## src/hdl/gr_pkg.sv

```systemverilog
package gr_pkg;

    localparam int GLYPH_COLS   = 5;
    localparam int GLYPH_ROWS   = 7;
    localparam int GLYPH_CELLS  = GLYPH_COLS * GLYPH_ROWS;
    localparam int FONT_ENTRIES = 95;

    localparam logic [7:0] FIRST_CODE = 8'h20;
    localparam logic [7:0] LAST_CODE  = 8'h7E;

    localparam int DEF_SCALE_FACTOR = 3;
    localparam int DEF_FIFO_DEPTH   = 4;

    localparam logic [10:0] RST_SCREEN_WIDTH  = 11'd160;
    localparam logic [10:0] RST_SCREEN_HEIGHT = 11'd128;

    // configuration register indexes
    localparam logic CFG_SCREEN_WIDTH  = 1'b0;
    localparam logic CFG_SCREEN_HEIGHT = 1'b1;

    typedef struct packed {
        logic        big_scale;
        logic [15:0] color;
        logic [7:0]  char_code;
        logic [9:0]  pos_y;
        logic [9:0]  pos_x;
    } t_req;

    // five column bytes, column 0 in the top byte
    function automatic logic [39:0] font_cols(input logic [6:0] idx);
        logic [39:0] c;
        case (idx)
            7'd0:  c = 40'h0000000000;
            7'd1:  c = 40'h00005F0000;
            7'd2:  c = 40'h0007000700;
            7'd3:  c = 40'h147F147F14;
            7'd4:  c = 40'h242A7F2A12;
            7'd5:  c = 40'h2313086462;
            7'd6:  c = 40'h3649552250;
            7'd7:  c = 40'h0005030000;
            7'd8:  c = 40'h001C224100;
            7'd9:  c = 40'h0041221C00;
            7'd10: c = 40'h082A1C2A08;
            7'd11: c = 40'h08083E0808;
            7'd12: c = 40'h0050300000;
            7'd13: c = 40'h0808080808;
            7'd14: c = 40'h0060600000;
            7'd15: c = 40'h2010080402;
            7'd16: c = 40'h3E5149453E;
            7'd17: c = 40'h00427F4000;
            7'd18: c = 40'h4261514946;
            7'd19: c = 40'h2141454B31;
            7'd20: c = 40'h1814127F10;
            7'd21: c = 40'h2745454539;
            7'd22: c = 40'h3C4A494930;
            7'd23: c = 40'h0171090503;
            7'd24: c = 40'h3649494936;
            7'd25: c = 40'h064949291E;
            7'd26: c = 40'h0036360000;
            7'd27: c = 40'h0056360000;
            7'd28: c = 40'h0008142241;
            7'd29: c = 40'h1414141414;
            7'd30: c = 40'h4122140800;
            7'd31: c = 40'h0201510906;
            7'd32: c = 40'h324979413E;
            7'd33: c = 40'h7E1111117E;
            7'd34: c = 40'h7F49494936;
            7'd35: c = 40'h3E41414122;
            7'd36: c = 40'h7F4141221C;
            7'd37: c = 40'h7F49494941;
            7'd38: c = 40'h7F09090101;
            7'd39: c = 40'h3E41415132;
            7'd40: c = 40'h7F0808087F;
            7'd41: c = 40'h00417F4100;
            7'd42: c = 40'h2040413F01;
            7'd43: c = 40'h7F08142241;
            7'd44: c = 40'h7F40404040;
            7'd45: c = 40'h7F0204027F;
            7'd46: c = 40'h7F0408107F;
            7'd47: c = 40'h3E4141413E;
            7'd48: c = 40'h7F09090906;
            7'd49: c = 40'h3E4151215E;
            7'd50: c = 40'h7F09192946;
            7'd51: c = 40'h4649494931;
            7'd52: c = 40'h01017F0101;
            7'd53: c = 40'h3F4040403F;
            7'd54: c = 40'h1F2040201F;
            7'd55: c = 40'h7F2018207F;
            7'd56: c = 40'h6314081463;
            7'd57: c = 40'h0304780403;
            7'd58: c = 40'h6151494543;
            7'd59: c = 40'h00007F4141;
            7'd60: c = 40'h0204081020;
            7'd61: c = 40'h41417F0000;
            7'd62: c = 40'h0402010204;
            7'd63: c = 40'h4040404040;
            7'd64: c = 40'h0001020400;
            7'd65: c = 40'h2054545478;
            7'd66: c = 40'h7F48444438;
            7'd67: c = 40'h3844444420;
            7'd68: c = 40'h384444487F;
            7'd69: c = 40'h3854545418;
            7'd70: c = 40'h087E090102;
            7'd71: c = 40'h081454543C;
            7'd72: c = 40'h7F08040478;
            7'd73: c = 40'h00447D4000;
            7'd74: c = 40'h2040443D00;
            7'd75: c = 40'h007F102844;
            7'd76: c = 40'h00417F4000;
            7'd77: c = 40'h7C04180478;
            7'd78: c = 40'h7C08040478;
            7'd79: c = 40'h3844444438;
            7'd80: c = 40'h7C14141408;
            7'd81: c = 40'h081414187C;
            7'd82: c = 40'h7C08040408;
            7'd83: c = 40'h4854545420;
            7'd84: c = 40'h043F444020;
            7'd85: c = 40'h3C4040207C;
            7'd86: c = 40'h1C2040201C;
            7'd87: c = 40'h3C4030403C;
            7'd88: c = 40'h4428102844;
            7'd89: c = 40'h0C5050503C;
            7'd90: c = 40'h4464544C44;
            7'd91: c = 40'h0008364100;
            7'd92: c = 40'h00007F0000;
            7'd93: c = 40'h0041360800;
            7'd94: c = 40'h08082A1C08;
            default: c = 40'h0000000000;
        endcase
        return c;
    endfunction

    // 35 cell bits in scan order: bit col*7+row
    function automatic logic [GLYPH_CELLS-1:0] glyph_bits(input logic [7:0] code);
        logic [6:0]             idx;
        logic [39:0]            cols;
        logic [GLYPH_CELLS-1:0] b;
        if (code < FIRST_CODE || code > LAST_CODE) begin
            idx = 7'd0;
        end else begin
            idx = 7'(code - FIRST_CODE);
        end
        cols = font_cols(idx);
        for (int c = 0; c < GLYPH_COLS; c++) begin
            b[c*GLYPH_ROWS +: GLYPH_ROWS] = cols[(GLYPH_COLS-1-c)*8 +: GLYPH_ROWS];
        end
        return b;
    endfunction

endpackage

```

## src/hdl/gr_ram.sv

```systemverilog
module gr_ram #(
    parameter int WIDTH = 8,
    parameter int DEPTH = 4
) (
    input  logic                     i_clk,
    input  logic                     i_we,
    input  logic [$clog2(DEPTH)-1:0] i_waddr,
    input  logic [WIDTH-1:0]         i_wdata,
    input  logic                     i_re,
    input  logic [$clog2(DEPTH)-1:0] i_raddr,
    output logic [WIDTH-1:0]         o_rdata
);

    logic [WIDTH-1:0] r_mem [DEPTH];
    logic [WIDTH-1:0] r_rdata;

    always_ff @(posedge i_clk) begin
        if (i_we) begin
            r_mem[i_waddr] <= i_wdata;
        end
        if (i_re) begin
            r_rdata <= r_mem[i_raddr];
        end
    end

    assign o_rdata = r_rdata;

endmodule

```

## src/hdl/gr_fifo.sv

```systemverilog
module gr_fifo
    import gr_pkg::*;
#(
    parameter int FIFO_DEPTH = DEF_FIFO_DEPTH
) (
    input  logic i_clk,
    input  logic i_rst_n,
    input  logic i_push,
    input  t_req i_push_data,
    output logic o_full,
    input  logic i_pop,
    output logic o_empty,
    output t_req o_head
);

    localparam int AW = $clog2(FIFO_DEPTH);
    localparam int CW = $clog2(FIFO_DEPTH + 1);
    localparam logic [AW-1:0] LAST_ADDR = AW'(FIFO_DEPTH - 1);

    logic [AW-1:0] r_wr_ptr, n_wr_ptr;
    logic [AW-1:0] r_rd_ptr, n_rd_ptr;
    logic [CW-1:0] r_count, n_count;
    logic [$bits(t_req)-1:0] w_rdata;
    logic w_push, w_pop;

    assign o_full  = (r_count == CW'(FIFO_DEPTH));
    assign o_empty = (r_count == '0);
    assign w_push  = i_push && !o_full;
    assign w_pop   = i_pop && !o_empty;

    always_comb begin
        n_wr_ptr = r_wr_ptr;
        n_rd_ptr = r_rd_ptr;
        n_count  = r_count;
        if (w_push) begin
            n_wr_ptr = (r_wr_ptr == LAST_ADDR) ? '0 : r_wr_ptr + 1'b1;
        end
        if (w_pop) begin
            n_rd_ptr = (r_rd_ptr == LAST_ADDR) ? '0 : r_rd_ptr + 1'b1;
        end
        if (w_push && !w_pop) begin
            n_count = r_count + 1'b1;
        end else if (w_pop && !w_push) begin
            n_count = r_count - 1'b1;
        end
    end

    always_ff @(posedge i_clk) begin
        if (!i_rst_n) begin
            r_wr_ptr <= '0;
            r_rd_ptr <= '0;
            r_count  <= '0;
        end else begin
            r_wr_ptr <= n_wr_ptr;
            r_rd_ptr <= n_rd_ptr;
            r_count  <= n_count;
        end
    end

    // an entry counted in r_count was written on an earlier edge, so the
    // registered read at r_rd_ptr never races its own write
    gr_ram #(
        .WIDTH($bits(t_req)),
        .DEPTH(FIFO_DEPTH)
    ) u_ram (
        .i_clk  (i_clk),
        .i_we   (w_push),
        .i_waddr(r_wr_ptr),
        .i_wdata(i_push_data),
        .i_re   (w_pop),
        .i_raddr(r_rd_ptr),
        .o_rdata(w_rdata)
    );

    assign o_head = t_req'(w_rdata);

endmodule

```

## config.mk

```make
export PLATFORM = sky130hd
export DESIGN_NAME = gr_fifo
export DESIGN_NICKNAME = d
export VERILOG_FILES = /design/src/hdl/gr_pkg.sv /design/src/hdl/gr_ram.sv /design/src/hdl/gr_fifo.sv
export SDC_FILE = /design/constraint.sdc
export NUM_CORES = 1
export LEC_CHECK = 0
export BUFFER_PORTS_ARGS = -buffer_cell sky130_fd_sc_hd__clkbuf_2
export CAP_MARGIN = 20
export CORE_ASPECT_RATIO = 1.2
export CORE_MARGIN = 10
export CORE_UTILIZATION = 26
export CTS_CLUSTER_SIZE = 40
export DETAILED_ROUTE_END_ITERATION = 8
export GPL_ROUTABILITY_DRIVEN = 0
export GPL_TIMING_DRIVEN = 0
export SYNTH_ARGS = -nofsm -noshare
export SYNTH_HDL_FRONTEND = slang
export SYNTH_HIERARCHICAL = 1
export SYNTH_SLANG_ARGS = --single-unit
```

## constraint.sdc

```tcl
create_clock -name i_clk -period 9.1 [get_ports i_clk]
set_input_delay 0.91 -clock i_clk [delete_from_list [all_inputs] [get_ports i_clk]]
set_output_delay 0.91 -clock i_clk [all_outputs]
set_load 0.1 [all_outputs]
```

# Yosys cells after proc, flatten, opt, wreduce, memory -nomap -nowiden
# Memory sizes are Yosys's and may differ from the RTL's. A register that Yosys moved wholly into a read port is not among the register bits.
# Cells that the tools add are included.
[classes]
bitwise = 0
add_sub_neg = 4
order_cmp = 0
mul = 0
shift = 0
n_eq_ne = 3
reduce_logical = 10
n_mux = 6
div_mod_pow = 0
[op_table]
columns = ["cell", "count"]
rows = [
  ["$mux W3", 2],
  ["$add A2 B1 Y2 const B", 2],
  ["$eq A2 B2 Y1 const B", 2],
  ["$logic_and A1 B1 Y1", 4],
  ["$logic_not A1 Y1", 4],
  ["$mux W2", 2],
  ["$add A3 B1 Y3 const B", 1],
  ["$eq A3 B3 Y1 const B", 1],
  ["$logic_not A3 Y1", 1],
  ["$sub A3 B1 Y3 const B", 1],
  ["$mux W1", 2],
  ["$reduce_bool A2 Y1", 1],
]
[totals]
elab_cells = 27
latchBits = 0
reg_bits = 7
output_inout_bits = 47
mem_count = 1
rom_bits = 0
ramBits = 180
[mem_list]
columns = ["name", "words", "width", "read_ports", "rd_clocked_by_memory_dff", "write_ports", "line_no", "rtl"]
rows = [
  ["u_ram.r_mem", 4, 45, 1, 1, 1, "gr_ram.sv:14", "logic [WIDTH-1:0] r_mem [DEPTH];"],
]

# Longest topological paths before layout
# Gate-level depths: netlist (run 1).
[depth]
depth_word = 7
ltp_mapped = 8
depth_no_buf = 8

# Hierarchy
# The synthesis (run 1) kept the hierarchy.
[by_module_without_submodules]
columns = ["module", "cells_each", "instances", "seq_area_each_um2", "area_each_um2"]
rows = [
  ["gr_ram", 284, 1, 6756.5, 7936.4],
  ["gr_fifo", 40, 1, 140.1, 391.6],
]

# Least setup slack after synthesis (run 1)
# No wires, ideal clock.
[synth_path]
path_kind = "input to register"
start = "in i_push"
end = "mem u_ram/r_mem[0][0] (netlist name) (enable)"
stages = 2
slack_ps = 4072
arrival_time_ps = 4515
t_required_ps = 8588
path_cell_list = "nor2b_2 nor3b_1"
[synth_between]
elab_chain_cells = 3
[synth_lines]
columns = ["item", "line_no", "rtl"]
rows = [
  ["start, declared", "gr_fifo.sv:8", "input logic i_push,"],
  ["$logic_and A1 B1 Y1", "gr_fifo.sv:28", "assign w_push = i_push && !o_full;"],
  ["$mux W1", "gr_ram.sv:18", "if (i_we) begin"],
  ["$mux W1 (not written as such)", "gr_ram.sv:19", "r_mem[i_waddr] <= i_wdata;"],
  ["end, declared", "gr_ram.sv:14", ""],
]
# No other way between the ends.

# Worst setup path after layout (run 1)
[layout_path]
start = "reg r_count[2]"
end = "out o_full"
[layout_between]
elab_chain_cells = 1
[layout_lines]
columns = ["item", "line_no", "rtl"]
rows = [
  ["start, declared", "gr_fifo.sv:22", "logic [CW-1:0] r_count, n_count;"],
  ["start signal, assigned", "gr_fifo.sv:56", "r_count <= n_count;"],
  ["$eq A3 B3 Y1", "gr_fifo.sv:26", "assign o_full = (r_count == CW'(FIFO_DEPTH));"],
  ["end, declared", "gr_fifo.sv:10", "output logic o_full,"],
]
# No other way between the ends.

==> results of run 1 <==
-- cells in the mapped netlist, drive strengths merged --
cell / number / share of area, %
edfxtp: 225 / 81
mux4: 45 / 12
buf: 9 / 1.3
dfxtp: 7 / 1.7
nand2: 6 / 0.27
ha: 3 / 0.45
mux2i: 3 / 0.36
o21ai: 3 / 0.18
and3b: 2 / 0.21
clkbuf: 2 / 0.11
inv: 2 / 0.090
nand3: 2 / 0.12
nor2: 2 / 0.090
nor2b: 2 / 0.18
nor3b: 2 / 0.32
a21boi: 1 / 0.090
and2: 1 / 0.075
and3: 1 / 0.075
fa: 1 / 0.24
nor3: 1 / 0.060
o31ai: 1 / 0.26
or3: 1 / 0.075
xnor2: 1 / 0.11
xor2: 1 / 0.11
-- power by group --
| part | internal [mW] | leakage [nW] | total, mW | switching [mW] |
|---|---|---|---|---|
| Clock | 0.625 | 0.416 | 1.02 | 0.394 |
| Sequential | 1.39 | 2.13 | 1.44 | 0.0521 |
| Combinational | 0.270 | 0.914 | 1.05 | 0.780 |
-- cell families after synthesis --
family,Yosys count,synth area share [%]
flops,232,82.81
mux,48,12.76
simple gates,20,1.473
buf+inv,13,1.532
compound gates,5,0.5258
fa+ha+maj,4,0.6912
xor+xnor,2,0.2104
-- per-layer routing --
metal  global-route usage (%)  up-vias  share of wire [%]
met5                        0        -               0.13
met4                    3.748        4                3.1
met3                    2.142       38                5.9
met2                    14.16       83                 51
met1                    9.341     1878                 40
li1                         -     1633                  -
-- cell type report --
cell class	instances	area, sq um	share of cell area (%)
Buffer	11	120.1	1.167
Clock buffer	24	600.6	5.837
Clock inverter	19	234.0	2.274
Inverter	2	7.507	0.07297
Multi-Input combinational cell	79	1313	12.76
Sequential cell	232	6897	67.03
Tap cell	401	501.7	4.877
Timing Repair Buffer	104	615.6	5.983
-- worst max-delay path, delay by kind of cell, from the launching register on --
kind / cells / cell delay (ps)
flops: 1 / 440
simple gates: 1 / 270
buf+inv: 1 / 490
-- metrics by stage --
step	cells	worst slack, ps	util, %
after global routing	872	6377	32.72
final	872	6466	32.72
after detailed placement	829	6162	30.06
after global placement	820	819.8	29.59
after floorplan	324	4072	-
after CTS	872	6437	32.72
-- state kept, by name (all words and copies together) (netlist names) --
| name | cells |
|---|---|
| r_wr_ptr | 2 |
| r_rd_ptr | 2 |
| u_ram/o_rdata | 45 |
| u_ram/r_mem | 180 |
| r_count | 3 |
-- how the worst max path moves through the flow --
| stage | end | cells past startpoint |
|---|---|---|
| final | o_full | 2 |
| after global routing | u_ram/r_mem[0][9] | 6 |
| after CTS | o_full | 2 |
| after detailed placement | u_ram/r_mem[0][18] | 6 |
| after global placement | u_ram/r_mem[0][23] | 3 |
| after floorplan | u_ram/r_mem[0][0] | 2 |
==> impl_metrics.env, run 1 <==
export IMPL_status="complete, no violations"
export IMPL_slew_headroom_pct=45.26
export IMPL_holdBufCountCts=0
export IMPL_fmax_mhz=379.7
export IMPL_grt_pass1_wl_microns=24690
export IMPL_floorplan_initialDensity_pct=26.48
export IMPL_post_route_period_util_pct=28.94
export IMPL_setup_viol=0
export IMPL_crit_arrival_ps=1720
export IMPL_diodes=0
export IMPL_rows=71
export IMPL_vias_per_cell=4.170
export IMPL_layout_drive_gt1_share_pct=42.68
export IMPL_grt_overflow=0
export IMPL_reg2reg_depth=6
export IMPL_hold_ws_ps=525.0
export IMPL_postCtsSetupBuffers=0
export IMPL_numCtsBuffers=24
export IMPL_crit_path_top_delay_cell="clkbuf_2"
export IMPL_leakagePower_nw=3.458
export IMPL_peakVddDrop_v=0.0001758
export IMPL_avgSynthCellArea_sq_um=25.70
export IMPL_post_cts_resized=0
export IMPL_cts_tree="done"
export IMPL_ys_seq_area_share_pct=82.81
export IMPL_worstReg2RegEnd="u_ram/r_mem[0][9]"
export IMPL_min_path_cells=2
export IMPL_grt_max_degree=30
export IMPL_path_clk_slew_ps=60
export IMPL_antenna_found_initial=2
export IMPL_rsz0062_at_grt="no"
export IMPL_hp_start="r_rd_ptr[0]"
export IMPL_first_iter_violations=151
export IMPL_setup_worst_path_start="r_count[2]"
export IMPL_synth_seq_cells=232
export IMPL_hold_end="r_rd_ptr[0]"
export IMPL_fill_cells=2982
export IMPL_dieArea_sq_um=39620
export IMPL_nets=507
export IMPL_wl_microns=16360
export IMPL_layout_common_cells="edfxtp_1, clkbuf_2, mux4_2, clkbuf_16, buf_12"
export IMPL_place_area_sq_um=9454
export IMPL_core_region_area_sq_um=31450
export IMPL_cp_required_ps=8190
export IMPL_grt_pass1_vias=4097
export IMPL_fp_dieH_microns=216.1
export IMPL_finalClockSkew_ps=11.11
export IMPL_drtAntennaViolNets=0
export IMPL_hpwl_microns=11030
export IMPL_r2r_start="r_count[1]"
export IMPL_end_kind="primary output"
export IMPL_htreeDepth=1
export IMPL_slowest_delay_ps=490
export IMPL_tns_ps=0
export IMPL_fp_dieW_microns=183.4
export IMPL_area_delta_synth_final_pct=23.54
export IMPL_first_pass_iters=4
export IMPL_powerDensity_nw_per_um2=341.0
export IMPL_yosys_warnings=6
export IMPL_clk_path_buf_depth=3
export IMPL_grt_use_total_pct=8.217
export IMPL_post_drt_wl_per_cell_microns=18.76
export IMPL_startpoint_type="register"
export IMPL_final_common_cell="edfxtp_1"
export IMPL_tightest_slew_ps=817.5
export IMPL_synth_fp_nets=377
export IMPL_clock_sinks=232
export IMPL_clock_latency_ps=520
export IMPL_io_pins=96
export IMPL_synth_cells=324
export IMPL_cts_root_buf="clkbuf_16"
export IMPL_ys_types=30
export IMPL_syn_area_sq_um=8328
export IMPL_min_period_ps=2634
export IMPL_vias=3636
export IMPL_drv_cap=0
export IMPL_postLayoutCellArea_sq_um=10290
export IMPL_maxSlewViolCount=0
export IMPL_rrSetupSlack_ps=6620
export IMPL_power_mw=3.508
export IMPL_hp_class="register to register"
export IMPL_drc=0
export IMPL_path_class="register to primary output"
export IMPL_portBuffers=95
export IMPL_hold_viol=0
export IMPL_crit_chain="nor3b_4, clkbuf_2"
export IMPL_crit_fanout=5
No activity file was read; power rests on OpenSTA's default activity.
==> run 2, diff against run 1 <==
==> constraint.sdc (replaced) <==
create_clock -name i_clk -period 2.5 [get_ports i_clk]
set_input_delay 0.25 -clock i_clk [delete_from_list [all_inputs] [get_ports i_clk]]
set_output_delay 0.25 -clock i_clk [all_outputs]
set_load 0.1 [all_outputs]
==> impl_metrics.env, run 2 (synthesized netlist as in run 1, its figures left out) <==
export IMPL_peakVddDrop_v=0.0004011
export IMPL_post_route_period_util_pct=89.62
export IMPL_min_path_cells=3
export IMPL_cp_required_ps=2720
export IMPL_core_region_area_sq_um=31450
export IMPL_fp_dieH_microns=216.1
export IMPL_leakagePower_nw=3.589
export IMPL_end_kind="register"
export IMPL_portBuffers=95
export IMPL_reg2reg_depth=5
export IMPL_min_period_ps=2241
export IMPL_hold_end="r_rd_ptr[1]"
export IMPL_layout_drive_gt1_share_pct=38.28
export IMPL_place_area_sq_um=9459
export IMPL_largest_register="u_ram/r_mem"
export IMPL_hold_viol=0
export IMPL_floorplan_initialDensity_pct=26.48
export IMPL_cts_root_buf="clkbuf_16"
export IMPL_path_class="register to register"
export IMPL_maxSlewViolCount=0
export IMPL_clk_path_buf_depth=3
export IMPL_first_iter_violations=237
export IMPL_dieArea_sq_um=39620
export IMPL_drc=0
export IMPL_grt_use_total_pct=8.628
export IMPL_wl_microns=16830
export IMPL_clock_latency_ps=520
export IMPL_clock_sinks=232
export IMPL_tns_ps=0
export IMPL_startpoint_type="register"
export IMPL_htreeDepth=1
export IMPL_holdBufCountCts=46
export IMPL_setup_viol=0
export IMPL_crit_arrival_ps=2460
export IMPL_layout_common_cells="edfxtp_1, clkbuf_2, dlygate4sd3_1, mux4_2, clkbuf_16"
export IMPL_grt_max_degree=30
export IMPL_status="complete, no violations"
export IMPL_path_clk_slew_ps=60
export IMPL_post_cts_resized=0
export IMPL_crit_fanout=13
export IMPL_worstReg2RegEnd="u_ram/r_mem[0][14]"
export IMPL_slew_headroom_pct=39.36
export IMPL_power_mw=12.51
export IMPL_r2r_start="r_count[0]"
export IMPL_tightest_slew_ps=908.6
export IMPL_hpwl_microns=11420
export IMPL_finalClockSkew_ps=16.89
export IMPL_rsz0062_at_grt="no"
export IMPL_antenna_found_initial=1
export IMPL_io_pins=96
export IMPL_postLayoutCellArea_sq_um=10650
export IMPL_grt_pass1_wl_microns=26230
export IMPL_timing_final_ws_setup_ps=259.4
export IMPL_cts_tree="done"
export IMPL_postCtsSetupBuffers=0
export IMPL_largest_register_ffs=180
export IMPL_fill_cells=2962
export IMPL_vias=3788
export IMPL_grt_overflow=0
export IMPL_hp_class="primary input to register"
export IMPL_final_common_cell="edfxtp_1"
export IMPL_grt_pass1_vias=4380
export IMPL_numCtsBuffers=23
export IMPL_area_delta_synth_final_pct=27.93
export IMPL_powerDensity_nw_per_um2=1174
export IMPL_fmax_mhz=446.3
export IMPL_vias_per_cell=4.144
export IMPL_fp_dieW_microns=183.4
export IMPL_rrSetupSlack_ps=260
export IMPL_first_pass_iters=4
export IMPL_drv_cap=0
export IMPL_post_drt_wl_per_cell_microns=18.42
export IMPL_drtAntennaViolNets=0
export IMPL_nets=550
export IMPL_rows=71
export IMPL_preCtsSetupSlack_ps=210.0
export IMPL_hp_start="i_pop"
[run 2: changes by cell type in the layout (fill, tap and decap cells not counted), moves of 3 or more]
cell,before,now
buf_6,5,1
clkbuf_1,1,7
clkinv_2,7,4
dfxtp_1,7,4
dfxtp_2,0,3
dlygate4sd3_1,0,46
[run 2: cell type report]
| class | instances | area, sq um | share of cell area [%] |
|---|---|---|---|
| diodes | 1 | 2.502 | 0.02349 |
| plain buffers | 11 | 120.1 | 1.127 |
| clock buffers | 29 | 598.1 | 5.614 |
| clock inverters | 11 | 133.9 | 1.257 |
| inverters | 2 | 7.507 | 0.07046 |
| multi-input cells | 79 | 1329 | 12.47 |
| flip-flops and latches | 232 | 6900 | 64.77 |
| well taps | 401 | 501.7 | 4.709 |
| repair buffers | 148 | 1061 | 9.959 |
[run 2: critical path, stage by stage, from the launching register on]
cell and delay (ps):
dfxtp_2 440, nor3b_4 80, nor2b_4 200, nor3b_4 800
buf_8 250, buf_8 160
[run 2: power by group]
| group | switching (mW) | total, mW | leakage, nW | internal (mW) |
|---|---|---|---|---|
| Clock | 1.37 | 3.37 | 0.356 | 2.00 |
| Sequential | 0.203 | 5.26 | 2.13 | 5.05 |
| Combinational | 2.85 | 3.88 | 1.10 | 1.03 |
[run 2: worst max-delay path by stage]
stage | startpoint | slack, ps | to
6_report | r_count[0] | 260 | u_ram/r_mem[0][14]
5_1_grt | r_count[0] | 100 | u_ram/r_mem[0][18]
4_1_cts | r_count[0] | 200 | u_ram/r_mem[0][16]
3_5_place_dp | r_count[0] | 210 | u_ram/r_mem[0][8]
3_3_place_gp | r_count[2] | -950 | u_ram/r_mem[0][4]
2_1_floorplan | r_count[2] | 40 | u_ram/r_mem[0][0]
[run 2: per-layer routing]
metal,track usage [%],vias up,wire length (microns)
li1,-,1723,-
met1,9.572,1963,6649
met2,15.46,76,8820
met3,2.460,26,988
met4,2.873,0,376
met5,0,-,0
[run 2: stage by stage]
stage	util [%]	hold slack, ps	instances
after floorplan	-	348.9	324
after global placement	29.68	464.9	820
after detailed placement	30.08	471.8	827
after CTS	33.87	43.23	913
after global routing	33.87	60.01	913
final	33.88	69.22	914
==> run 3, diff against run 2 <==
--- a/config.mk
+++ b/config.mk
@@ -10,6 +10,7 @@
 export CORE_ASPECT_RATIO = 1.2
 export CORE_MARGIN = 10
 export CORE_UTILIZATION = 26
+export CTS_BUF_LIST = sky130_fd_sc_hd__clkbuf_16
 export CTS_CLUSTER_SIZE = 40
 export DETAILED_ROUTE_END_ITERATION = 8
 export GPL_ROUTABILITY_DRIVEN = 0
==> impl_metrics.env, run 3 (synthesized netlist as in run 1, its figures left out) <==
export IMPL_cts_root_buf="clkbuf_16"
export IMPL_clock_latency_ps=520
export IMPL_crit_family="simple AND/OR/NAND/NOR gates"
export IMPL_hpwl_microns=11420
export IMPL_hold_viol=0
export IMPL_post_drt_wl_per_cell_microns=18.45
export IMPL_tightest_slew_ps=920.0
export IMPL_fin_cells=914
export IMPL_rows=71
export IMPL_worstReg2RegEnd="u_ram/r_mem[0][14]"
export IMPL_largest_register_ffs=180
export IMPL_grt_overflow=0
export IMPL_path_clk_slew_ps=60
export IMPL_vias_per_cell=4.146
export IMPL_grt_max_degree=30
export IMPL_crit_buf_inv=2
export IMPL_first_iter_violations=203
export IMPL_finalClockSkew_ps=17.63
export IMPL_core_region_area_sq_um=31450
export IMPL_antenna_found_initial=1
export IMPL_powerDensity_nw_per_um2=1172
export IMPL_layout_common_cells="edfxtp_1, clkbuf_2, dlygate4sd3_1, mux4_2, clkbuf_16"
export IMPL_clk_path_buf_depth=3
export IMPL_rrSetupSlack_ps=250
export IMPL_fmax_mhz=444.5
export IMPL_drtAntennaViolNets=0
export IMPL_nets=550
export IMPL_cts_tree="done"
export IMPL_layout_drive_gt1_share_pct=38.28
export IMPL_final_common_cell="edfxtp_1"
export IMPL_io_pins=96
export IMPL_post_cts_resized=0
export IMPL_cp_endpoint="u_ram/r_mem[0][14]"
export IMPL_drv_cap=0
export IMPL_htreeDepth=1
export IMPL_placedCellCount=827
export IMPL_fill_cells=2962
export IMPL_crit_fanout=13
export IMPL_largest_register="u_ram/r_mem"
export IMPL_crit_cells=5
export IMPL_floorplan_initialDensity_pct=26.48
export IMPL_crit_chain="nor3b_4, nor2b_4, nor3b_4, buf_8, buf_8"
export IMPL_vias=3789
export IMPL_min_path_cells=3
export IMPL_grt_use_total_pct=8.624
export IMPL_reg2reg_depth=5
export IMPL_status="complete, no violations"
export IMPL_r2r_start="r_count[0]"
export IMPL_preCtsSetupSlack_ps=210.0
export IMPL_dieArea_sq_um=39620
export IMPL_hp_class="primary input to register"
export IMPL_grt_pass1_wl_microns=26220
export IMPL_numCtsBuffers=23
export IMPL_fp_dieH_microns=216.1
export IMPL_drc=0
export IMPL_holdBufCountCts=46
export IMPL_hp_start="i_pop"
export IMPL_peakVddDrop_v=0.0004011
export IMPL_setup_worst_path_start="r_count[0]"
export IMPL_end_kind="register"
export IMPL_cp_required_ps=2720
export IMPL_portBuffers=95
export IMPL_crit_arrival_ps=2470
export IMPL_fp_dieW_microns=183.4
export IMPL_timing_final_ws_setup_ps=250.3
export IMPL_rsz0062_at_grt="no"
export IMPL_post_route_period_util_pct=89.99
export IMPL_area_delta_synth_final_pct=27.93
export IMPL_setup_viol=0
export IMPL_slowest_delay_ps=800
export IMPL_maxSlewViolCount=0
export IMPL_grt_pass1_vias=4385
export IMPL_crit_path_top_delay_cell="nor3b_4"
export IMPL_startpoint_type="register"
export IMPL_min_period_ps=2250
export IMPL_wl_microns=16870
export IMPL_path_class="register to register"
export IMPL_clock_sinks=232
export IMPL_first_pass_iters=4
export IMPL_postCtsSetupBuffers=0
export IMPL_final_util_pct=33.88
export IMPL_leakagePower_nw=3.614
export IMPL_slew_headroom_pct=38.60
[run 3: final cells by class]
type	count	area, sq um	share of cell area (%)
antenna	1	2.502	0.02349
buffer	11	120.1	1.127
clock buffer	23	575.6	5.402
clock inverter	17	156.4	1.468
inverter	2	7.507	0.07046
multi-input combinational	79	1329	12.47
sequential	232	6900	64.77
tap	401	501.7	4.709
timing repair buffer	148	1061	9.959
[run 3: routing by layer]
layer  GRT usage [%]  part of all wire, %  up-vias
met4           2.873                  2.2        0
met2           15.48                   52       82
met1           9.551                   39     1959
met3           2.460                  6.1       25
met5               0                    0        -
li1                -                    -     1723
[run 3: tightest hold or removal path: stages]
cell and delay [ps]:
clkbuf_2 100, o31ai_4 80, o21ai_0 90
[run 3: through the flow]
stage / TNS (ps) / hold slack [ps] / total power, mW / area, sq um
after CTS: 0 / 43.23 / 12.73 / 10650
after detailed placement: 0 / 471.8 / 9.272 / 9459
final: 0 / 70.05 / 12.49 / 10650
after floorplan: 0 / 348.9 / 8.410 / 8357
after global placement: -47450 / 464.9 / 9.133 / 9334
after global routing: 0 / 60.01 / 13.05 / 10650
[run 3: worst min-delay path by stage]
stage,to
after global placement,u_ram/r_mem[0][33]
after global routing,r_rd_ptr[1]
final,r_rd_ptr[1]
after detailed placement,u_ram/r_mem[0][34]
after CTS,r_rd_ptr[1]
after floorplan,u_ram/r_mem[0][0]
[run 3: power breakdown]
part | internal (mW) | leakage (nW) | total [mW] | switching, mW
Sequential | 5.05 | 2.13 | 5.26 | 0.203
Clock | 1.98 | 0.381 | 3.35 | 1.37
Combinational | 1.03 | 1.10 | 3.88 | 2.85
Total | 8.06 | 3.61 | 12.5 | 4.43
